$ cat src/dsp_adpcm_frame_decoder_defines.svh
// Assertion macros for the ADPCM frame decoder RTL.
`ifndef DSP_ADPCM_FRAME_DECODER_DEFINES_SVH
`define DSP_ADPCM_FRAME_DECODER_DEFINES_SVH
`ifndef SYNTHESIS
`define DAFD_ASSERT_IMPLY(label, clk, rst, ante, cons) \
  label: assert property (@(posedge clk) disable iff (rst) (ante) |-> (cons)) \
    else $error("dafd assertion failed");
`define DAFD_ASSERT_NEXT(label, clk, rst, ante, cons) \
  label: assert property (@(posedge clk) disable iff (rst) (ante) |=> (cons)) \
    else $error("dafd assertion failed");
`else
`define DAFD_ASSERT_IMPLY(label, clk, rst, ante, cons)
`define DAFD_ASSERT_NEXT(label, clk, rst, ante, cons)
`endif
`endif

$ cat src/dafd_pkg.sv
// Types and constants of the ADPCM frame decoder.
`default_nettype none
package dafd_pkg;

  localparam int FRAME_SAMPLES = 14;
  localparam int NUM_REGS      = 8;
  localparam int SEL_W         = $clog2(NUM_REGS);
  localparam int CFG_IDX_W     = 4;
  localparam int COEF_W        = 64;
  localparam int SAMPLE_W      = 16;
  localparam int NIB_W         = 4;
  localparam int CNT_W         = 4;
  localparam int FRAC_BITS     = 11;
  localparam int ROUND_BIAS    = 1024;
  localparam int PROD_W        = 2 * SAMPLE_W;
  localparam int PSUM_W        = PROD_W + 1;
  localparam int QUOT_W        = PSUM_W - FRAC_BITS;
  localparam int ACC_W         = 24;

  typedef struct packed {
    logic load;
    logic mul;
    logic emit;
  } dafd_cmd_t;

  typedef struct packed {
    logic in_empty;
    logic out_free;
    logic last;
  } dafd_status_t;

endpackage
`default_nettype wire

$ cat src/dsp_adpcm_frame_decoder.sv
// Top level of the DSP ADPCM frame decoder.
// One 8-byte frame word in, up to fourteen 16-bit PCM words out. A frame is
// accepted in IDLE, then each sample runs the two coefficient-by-history
// multiplies in the MUL state and the sum, shift and saturation in the ACC
// state, which waits while the output is stalled; the next sample's
// multiplies need the history word just written. The result word sits in an
// output register, so the final sample of a frame may wait while the next
// frame is accepted. Coefficient writes are always ready.
`default_nettype none
module dsp_adpcm_frame_decoder #(
  parameter int CHANNELS = 2
) (
  input  logic                           clk,
  input  logic                           rst,
  input  logic                           in_valid,
  output logic                           in_stall,
  input  logic                           channel,
  input  logic [63:0]                    frame_data,
  input  logic [3:0]                     sample_count,
  input  logic                           restart,
  input  logic signed [15:0]             start_hist_newer,
  input  logic signed [15:0]             start_hist_older,
  output logic                           out_valid,
  input  logic                           out_stall,
  output logic                           out_channel,
  output logic signed [15:0]             pcm_sample,
  output logic                           last_of_frame,
  output logic                           bad_predictor,
  input  logic                           cfg_valid,
  output logic                           cfg_ready,
  input  logic [dafd_pkg::CFG_IDX_W-1:0] cfg_index,
  input  logic [dafd_pkg::COEF_W-1:0]    cfg_data
);
  import dafd_pkg::*;

  dafd_cmd_t    cmd;
  dafd_status_t status;

  assign cfg_ready = 1'b1;

  dafd_ctrl u_ctrl (
    .clk      (clk),
    .rst      (rst),
    .in_valid (in_valid),
    .in_stall (in_stall),
    .status   (status),
    .cmd      (cmd)
  );

  dafd_datapath #(
    .CHANNELS (CHANNELS)
  ) u_datapath (
    .clk              (clk),
    .rst              (rst),
    .channel          (channel),
    .frame_data       (frame_data),
    .sample_count     (sample_count),
    .restart          (restart),
    .start_hist_newer (start_hist_newer),
    .start_hist_older (start_hist_older),
    .cfg_valid        (cfg_valid && cfg_ready),
    .cfg_index        (cfg_index),
    .cfg_data         (cfg_data),
    .out_stall        (out_stall),
    .out_valid        (out_valid),
    .out_channel      (out_channel),
    .pcm_sample       (pcm_sample),
    .last_of_frame    (last_of_frame),
    .bad_predictor    (bad_predictor),
    .cmd              (cmd),
    .status           (status)
  );

endmodule
`default_nettype wire

$ cat src/dafd_ctrl.sv
// Sequencer of the ADPCM frame decoder: accept, multiply, accumulate per sample.
`default_nettype none
`include "dsp_adpcm_frame_decoder_defines.svh"
module dafd_ctrl (
  input  logic                  clk,
  input  logic                  rst,
  input  logic                  in_valid,
  output logic                  in_stall,
  input  dafd_pkg::dafd_status_t status,
  output dafd_pkg::dafd_cmd_t    cmd
);
  import dafd_pkg::*;

  typedef enum logic [2:0] {
    S_IDLE = 3'b001,
    S_MUL  = 3'b010,
    S_ACC  = 3'b100
  } state_t;

  state_t state, state_next;
  logic   accept;

  assign accept   = in_valid && (state == S_IDLE);
  assign in_stall = (state != S_IDLE);

  always_comb begin
    state_next = state;
    cmd        = '0;
    unique case (state)
      S_IDLE: begin
        if (accept) begin
          cmd.load = 1'b1;
          if (!status.in_empty) state_next = S_MUL;
        end
      end
      S_MUL: begin
        cmd.mul    = 1'b1;
        state_next = S_ACC;
      end
      S_ACC: begin
        if (status.out_free) begin
          cmd.emit   = 1'b1;
          state_next = status.last ? S_IDLE : S_MUL;
        end
      end
      default: state_next = S_IDLE;
    endcase
  end

  always_ff @(posedge clk) begin
    if (rst) begin
      state <= S_IDLE;
    end else begin
      state <= state_next;
    end
  end

  `DAFD_ASSERT_NEXT(a_frame_starts, clk, rst, accept && !status.in_empty, state == S_MUL)
  `DAFD_ASSERT_NEXT(a_mul_then_acc, clk, rst, state == S_MUL, state == S_ACC)
  `DAFD_ASSERT_NEXT(a_last_ends, clk, rst, cmd.emit && status.last, state == S_IDLE)

endmodule
`default_nettype wire

$ cat src/dafd_datapath.sv
// Datapath: coefficient registers, channel history, predictor and output word.
`default_nettype none
module dafd_datapath #(
  parameter int CHANNELS = 2
) (
  input  logic                               clk,
  input  logic                               rst,
  input  logic                               channel,
  input  logic [63:0]                        frame_data,
  input  logic [3:0]                         sample_count,
  input  logic                               restart,
  input  logic signed [15:0]                 start_hist_newer,
  input  logic signed [15:0]                 start_hist_older,
  input  logic                               cfg_valid,
  input  logic [dafd_pkg::CFG_IDX_W-1:0]     cfg_index,
  input  logic [dafd_pkg::COEF_W-1:0]        cfg_data,
  input  logic                               out_stall,
  output logic                               out_valid,
  output logic                               out_channel,
  output logic signed [15:0]                 pcm_sample,
  output logic                               last_of_frame,
  output logic                               bad_predictor,
  input  dafd_pkg::dafd_cmd_t                cmd,
  output dafd_pkg::dafd_status_t             status
);
  import dafd_pkg::*;

  localparam int CH_W = (CHANNELS > 1) ? $clog2(CHANNELS) : 1;

  logic [COEF_W-1:0]          coef [NUM_REGS];
  logic signed [SAMPLE_W-1:0] hist_newer [CHANNELS];
  logic signed [SAMPLE_W-1:0] hist_older [CHANNELS];

  logic                       in_ch_ok;
  logic [CNT_W-1:0]           cnt_sat;
  logic [COEF_W-1:0]          coef_row;
  logic [CH_W-1:0]            in_idx;
  logic [CH_W-1:0]            ch_idx;

  logic                       chan;
  logic [55:0]                nib_sh;
  logic [CNT_W-1:0]           cnt;
  logic [CNT_W-1:0]           idx;
  logic [3:0]                 scale;
  logic                       bad;
  logic signed [SAMPLE_W-1:0] c0;
  logic signed [SAMPLE_W-1:0] c1;
  logic signed [PROD_W-1:0]   p0;
  logic signed [PROD_W-1:0]   p1;

  logic signed [PSUM_W-1:0]   psum;
  logic signed [QUOT_W-1:0]   quot;
  logic signed [ACC_W-1:0]    nib_ext;
  logic signed [ACC_W-1:0]    nib_scaled;
  logic signed [ACC_W-1:0]    acc;
  logic signed [SAMPLE_W-1:0] sat;

  assign in_ch_ok = (int'(channel) < CHANNELS);
  assign cnt_sat  = (sample_count > CNT_W'(FRAME_SAMPLES)) ? CNT_W'(FRAME_SAMPLES)
                                                           : sample_count;
  assign coef_row = coef[{channel, frame_data[62:61]}];
  assign in_idx   = CH_W'(channel);
  assign ch_idx   = CH_W'(chan);

  assign status.in_empty = !in_ch_ok || (sample_count == '0);
  assign status.out_free = !out_valid || !out_stall;
  assign status.last     = ((idx + CNT_W'(1)) == cnt);

  // Step term is a multiple of 2^11, so it adds after the floor shift.
  assign psum       = {p0[PROD_W-1], p0} + {p1[PROD_W-1], p1} + PSUM_W'(ROUND_BIAS);
  assign quot       = psum[PSUM_W-1:FRAC_BITS];
  assign nib_ext    = {{(ACC_W-NIB_W){nib_sh[55]}}, nib_sh[55:52]};
  assign nib_scaled = nib_ext <<< scale;
  assign acc        = {{(ACC_W-QUOT_W){quot[QUOT_W-1]}}, quot} + nib_scaled;

  always_comb begin
    if (acc > ACC_W'(32767)) begin
      sat = 16'sh7FFF;
    end else if (acc < -ACC_W'(32768)) begin
      sat = -16'sh8000;
    end else begin
      sat = acc[SAMPLE_W-1:0];
    end
  end

  always_ff @(posedge clk) begin
    if (rst) begin
      for (int i = 0; i < NUM_REGS; i++) coef[i] <= '0;
    end else if (cfg_valid && (cfg_index < CFG_IDX_W'(NUM_REGS))) begin
      coef[cfg_index[SEL_W-1:0]] <= cfg_data;
    end
  end

  always_ff @(posedge clk) begin
    if (rst) begin
      for (int i = 0; i < CHANNELS; i++) begin
        hist_newer[i] <= '0;
        hist_older[i] <= '0;
      end
    end else if (cmd.load && restart && in_ch_ok) begin
      hist_newer[in_idx] <= start_hist_newer;
      hist_older[in_idx] <= start_hist_older;
    end else if (cmd.emit) begin
      hist_newer[ch_idx] <= sat;
      hist_older[ch_idx] <= hist_newer[ch_idx];
    end
  end

  always_ff @(posedge clk) begin
    if (cmd.load) begin
      chan   <= channel;
      nib_sh <= frame_data[55:0];
      cnt    <= cnt_sat;
      idx    <= '0;
      scale  <= frame_data[59:56];
      bad    <= frame_data[63];
      c0     <= frame_data[60] ? coef_row[31:16] : coef_row[63:48];
      c1     <= frame_data[60] ? coef_row[15:0]  : coef_row[47:32];
    end else if (cmd.emit) begin
      nib_sh <= nib_sh << NIB_W;
      idx    <= idx + CNT_W'(1);
    end
    if (cmd.mul) begin
      p0 <= c0 * hist_newer[ch_idx];
      p1 <= c1 * hist_older[ch_idx];
    end
    if (cmd.emit) begin
      out_channel   <= chan;
      pcm_sample    <= sat;
      last_of_frame <= status.last;
      bad_predictor <= bad;
    end
  end

  always_ff @(posedge clk) begin
    if (rst) begin
      out_valid <= 1'b0;
    end else if (cmd.emit) begin
      out_valid <= 1'b1;
    end else if (!out_stall) begin
      out_valid <= 1'b0;
    end
  end

endmodule
`default_nettype wire
$ cat config.mk
export PLATFORM = sky130hd
export DESIGN_NAME = dsp_adpcm_frame_decoder
export DESIGN_NICKNAME = d
export VERILOG_FILES = /design/src/dafd_pkg.sv /design/src/dsp_adpcm_frame_decoder.sv /design/src/dafd_ctrl.sv /design/src/dafd_datapath.sv
export VERILOG_INCLUDE_DIRS = /design/src /design/src/src
export SDC_FILE = /design/constraint.sdc
export NUM_CORES = 2
export LEC_CHECK = 0
export BUFFER_PORTS_ARGS = -buffer_cell sky130_fd_sc_hd__buf_2
export CAP_MARGIN = 10
export CORE_UTILIZATION = 47
export DETAILED_ROUTE_END_ITERATION = 10
export PLACE_DENSITY = 0.64
export SKIP_CTS_REPAIR_TIMING = 1
export SYNTH_ARGS = -nofsm -noshare
export SYNTH_HDL_FRONTEND = slang
export SYNTH_SLANG_ARGS = --single-unit
$ cat constraint.sdc
create_clock -name clk -period 10.05 [get_ports clk]
set_input_delay 2.01 -clock clk [delete_from_list [all_inputs] [get_ports clk]]
set_output_delay 2.01 -clock clk [all_outputs]
set_load 0.02 [all_outputs]
After elaboration in Yosys (flattened, before gate mapping)
Memory sizes are Yosys's and may differ from the RTL's. A register that Yosys moved wholly into a read port is not among the register bits. Cells that the tools add are included.

Bits in registers: 189. RAM bits: 576. Input port bits: 175. Output and inout port bits: 22. Word-level logic and storage cells: 100. Memories: 3.

$add $sub $neg: 4. Multiply operators: 2. Magnitude comparators: 4. Equal/unequal tests: 9. Shift operators: 1. Muxes and demuxes: 47. Reduce and logical (&&, ||, !) cells: 14.

Memory list: u_datapath.coef (depth 8, bits a word 64, rd ports 1, clocked after Yosys merged registers in 0, write ports 8, RTL line dafd_datapath.sv:30) `logic [COEF_W-1:0] coef [NUM_REGS];`; u_datapath.hist_newer (depth 2, bits a word 16, rd ports 1, clocked after Yosys merged registers in 1, write ports 2, RTL line dafd_datapath.sv:31) `logic signed [SAMPLE_W-1:0] hist_newer [CHANNELS];`; u_datapath.hist_older (depth 2, bits a word 16, rd ports 1, clocked after Yosys merged registers in 1, write ports 2, RTL line dafd_datapath.sv:32) `logic signed [SAMPLE_W-1:0] hist_older [CHANNELS];`.

Operators with widths (count): $mux W16 (8); $mux W56 (2); $mul A16 B16 Y32 (2); $mux W64 (1); $reduce_or A16 Y1 (4); $reduce_or A64 Y1 (1); $add A32 B32 Y33 (1); $add A33 B11 Y33 const B (1); $mux W1 (30); $add A24 B24 Y24 (1); $gt A24 B16 Y1 const B (1); $lt A24 B16 Y1 const B (1); $sshl A4 B4 Y24 (1); $mux W3 (4); $pmux W3 S3 (1); $add A4 B1 Y4 const B (1); $eq A4 B4 Y1 (1); $gt A4 B4 Y1 const B (1); $logic_not A4 Y1 (1); $lt A4 B4 Y1 const B (1); $ne A2 B1 Y1 const B (2); $ne A2 B2 Y1 const B (2); $eq A3 B1 Y1 const B (1); $eq A3 B2 Y1 const B (1); 8 further kinds (11).

Logic depth before layout (Yosys ltp)
Word-level depth: 11. Mapped depth: 27. Gate-level depth less buffers: 24.

Hierarchy
Synthesis repeated with hierarchy kept, for this count alone.

Cell total of the unflattened synthesis: 4429. Area, all modules: 55075.3 µm².

Modules (own cells, without submodules): dafd_datapath (times used 1, cells an instance 4405, area an instance 54890.1 µm², seq. area each 22851.9 µm²); dafd_ctrl (times used 1, cells an instance 22, area an instance 173.9 µm², seq. area each 60.1 µm²); dsp_adpcm_frame_decoder (times used 1, cells an instance 2, area an instance 11.3 µm², seq. area each 0.0 µm²).

Least setup slack after synthesis
No wires, ideal clock.

Path type: register to register. Start: register (tool-made name). End: register u_datapath.p0[31] (data pin). Library setup time: 260 ps. Arrival: 6820 ps. Data required time: 9790 ps. Slack: 2970 ps. Cell stages (with the launch flop): 26. Path buffers: 3. Period minus slack after synthesis: 7080 ps. Cells stage by stage: dfxtp_1 -> clkbuf_1 -> buf_1 -> mux2_2 -> clkbuf_1 -> nand2_1 -> inv_1 -> fa_1 -> fa_1 -> inv_1 -> fa_1 -> inv_1 -> fa_1 -> inv_1 -> fa_1 -> inv_1 -> fa_1 -> ha_1 -> nand2_1 -> o21a_1 -> o21ai_0 -> nor3_1 -> a21o_1 -> o311ai_0 -> a21oi_1 -> xnor2_1.

RTL lines: end signal, assigned (RTL line dafd_datapath.sv:124) `p0 <= c0 * hist_newer[ch_idx];`; end, declared (RTL line dafd_datapath.sv:48) `logic signed [PROD_W-1:0] p0;`.

==> metrics.cfg <==
[global_route]
grtUsageTotal=0.236
grt_max_degree=74
grt_pass1_wl_microns=214000
overflow=0
antenna_found_initial=33
first_global_vias=36500

[timing]
maxSlewViolCount=0
fmax_mhz=132
rsz0062_at_grt=no
final-setup-viol-count=0
tightest_slew_ns=1.21
hold_viol_final=0
min_period_over_period=0.755
max_slew_margin=0.192
fin_crit_ns=7.58
finClkSkew_ns=0.0459
fin_tns_setup_ns=0

[die]
rows=125
core_sq_mm=0.117
fp.dieH_microns=345
start_util=0.475
die_w_microns=345
die_area_sq_mm=0.119
pin_count=197

[placed_design]
place_congestion=0.859
hpwlAfterDp_microns=92500
io_buffers=195

[cts]
cts_buffer_depth=3
cts_tree=built
root_buffer=clkbuf_16
cts_buffers=84
cts_max_level=3
path_clk_slew_ns=0.06
cts.sinks=766
worst_skew_pair.late_latency_ns=0.68

[synth]
synth_cells=4494
yosysTopAreaCell=edfxtp_1
syn_nets=5442
avgSynthCellArea_sq_um=12.3
ys.flop_type=edfxtp_1
yosys_warnings=0
synthTopCellsByArea=edfxtp_1 (41%), fa_1 (19%), and2_1 (7.1%)
synth-seq-area-share=0.414
yosys_register_bits=766
synth.cells.most_frequent=edfxtp_1 (757), inv_1 (631), and2_1 (628), fa_1 (525), nand2_1 (311)
netlist_area_sq_mm=0.0554
synth.distinct_cells=78
synth-edff-count=757
synth-async-reset-ratio=0
synth_top_area_frac=0.411
yosysMostFrequentCell=edfxtp_1

[worst_setup_path]
cp-end-kind=register
crit_required_ns=10.47
cp_max_fo=32
worst_path_max_delay_cell=dfxtp_2
crit_family=adder cells
critPathKind=register to register
slowest_delay_ns=0.97
critPathArrivalTime_ns=8.01
worstPathCellList=mux2_2, nand2_1, inv_1, fa_1, fa_1, inv_1, fa_1, inv_1, fa_1, inv_1, fa_1, inv_1, fa_1, ha_1, nand2_1, o21a_1, o21ai_0, nor3_1, a21o_1, o311ai_0, a21oi_1, xnor2_1
critPathLaunchType=register
cp.buffers_inverters=5
path_common_cell=fa_1

[route]
routed_wirelength_microns=137000
vias_per_cell=5.45
wl_per_cell_microns=22.0
dr.pass1.iters=7
drcViolationCount=0
drt_iter0_drc=2608
ant_nets=0
num_vias=33900

[hold_path]
hold_class=register to register

[run]
drv_cap=0

[final_layout]
drive_above_1_share=0.140
syn_to_final_growth_pct=9.36
final_nets=5566

[status]
status=finished, final reports clean

## flip-flops by register name (all words and copies together), names as in the netlist, named ones only
signal                    flops
u_datapath.coef             512
u_datapath.nib_sh            56
u_datapath.hist_newer        32
u_datapath.hist_older        32
u_datapath.p0                32
u_datapath.p1                32
u_datapath.c0                16
u_datapath.c1                16
u_datapath.pcm_sample        16
u_datapath.cnt                4
u_datapath.idx                4
u_datapath.scale              4
u_ctrl.state                  3
u_datapath.bad                1
u_datapath.bad_predictor      1
u_datapath.ch_idx             1
u_datapath.last_of_frame      1
u_datapath.out_channel        1
u_datapath.out_valid          1
## cells in the final DEF, fill, tap and decap left out, drive strengths merged, types with 5 or more instances in the layout
cell type / Yosys / layout
a211oi: 43 / 43
o211ai: 5 / 5
diode: 0 / 7
buf: 24 / 237
nor2: 140 / 140
mux4: 160 / 160
clkbuf: 176 / 109
mux2: 79 / 79
o2111ai: 6 / 6
o31a: 5 / 5
or3: 7 / 7
and3: 17 / 17
nand2: 311 / 311
nor3: 26 / 26
nand3: 23 / 23
edfxtp: 757 / 757
or2: 34 / 34
inv: 631 / 635
a21oi: 97 / 97
nand4: 10 / 10
nand2b: 38 / 38
o21a: 21 / 21
mux2i: 28 / 28
fa: 525 / 525
a21o: 45 / 45
a31oi: 9 / 9
clkinv: 0 / 30
nor2b: 122 / 122
xnor2: 76 / 76
o21bai: 14 / 14
ha: 248 / 248
o21ai: 79 / 79
xor2: 36 / 36
dfxtp: 9 / 9
and2: 628 / 628
a211o: 6 / 6
## logic make-up after synthesis
| kind of cell | Yosys count | share of synthesized area |
|---|---|---|
| AO/OA/AOI/OAI | 374 | 0.0456 |
| XOR/XNOR | 112 | 0.0177 |
| adder cells (fa/ha/maj) | 773 | 0.246 |
| buffers and inverters | 831 | 0.0568 |
| flip-flops | 766 | 0.414 |
| multiplexers | 267 | 0.0863 |
| other | 1 | 0.0000677 |
| AND/OR/NAND/NOR | 1370 | 0.134 |
## metal layers
layer / share of wire / vias up / global-route usage
li1: - / 15300 / -
met1: 0.41 / 17200 / 0.309
met2: 0.48 / 1071 / 0.385
met3: 0.079 / 273 / 0.0582
met4: 0.033 / 46 / 0.0778
met5: 0.0021 / - / 0
## worst paths after layout
path,to,depth (start not counted),startpoint,slack (ns)
hold reg to reg,u_datapath.bad_predictor,0,u_datapath.bad,0.39
hold / removal,u_datapath.bad_predictor,0,u_datapath.bad,0.39
setup reg to reg,u_datapath.p0[31],22,register,2.47
setup / recovery,u_datapath.p0[31],22,register,2.47
## final cells by class
type / count / area, sq um
fillers: 9946 / 56000
diodes: 7 / 17.5
clock inverters: 41 / 405
repair buffers: 238 / 1310
clock buffers: 108 / 2210
flip-flops and latches: 766 / 22900
multi-input cells: 2897 / 29400
inverters: 631 / 2370
well taps: 1524 / 1910
## stage by stage
| step | cell area [sq um] | cells | utilization | setup slack, ns | hold slack, ns |
|---|---|---|---|---|---|
| 3_5_place_dp | 57900 | 6056 | 0.497 | 2.47 | 0.420 |
| 5_1_grt | 60500 | 6210 | 0.520 | 2.02 | 0.395 |
| 2_1_floorplan | 55400 | 4494 | - | 2.97 | 0.400 |
| 4_1_cts | 60500 | 6205 | 0.520 | 2.45 | 0.399 |
| 3_3_place_gp | 57900 | 6056 | 0.497 | 2.53 | 0.404 |
| 6_report | 60600 | 6212 | 0.520 | 2.47 | 0.390 |
Power is not shown: default switching activity piles up to over one toggle a cycle in this logic, so the estimate is an artifact.
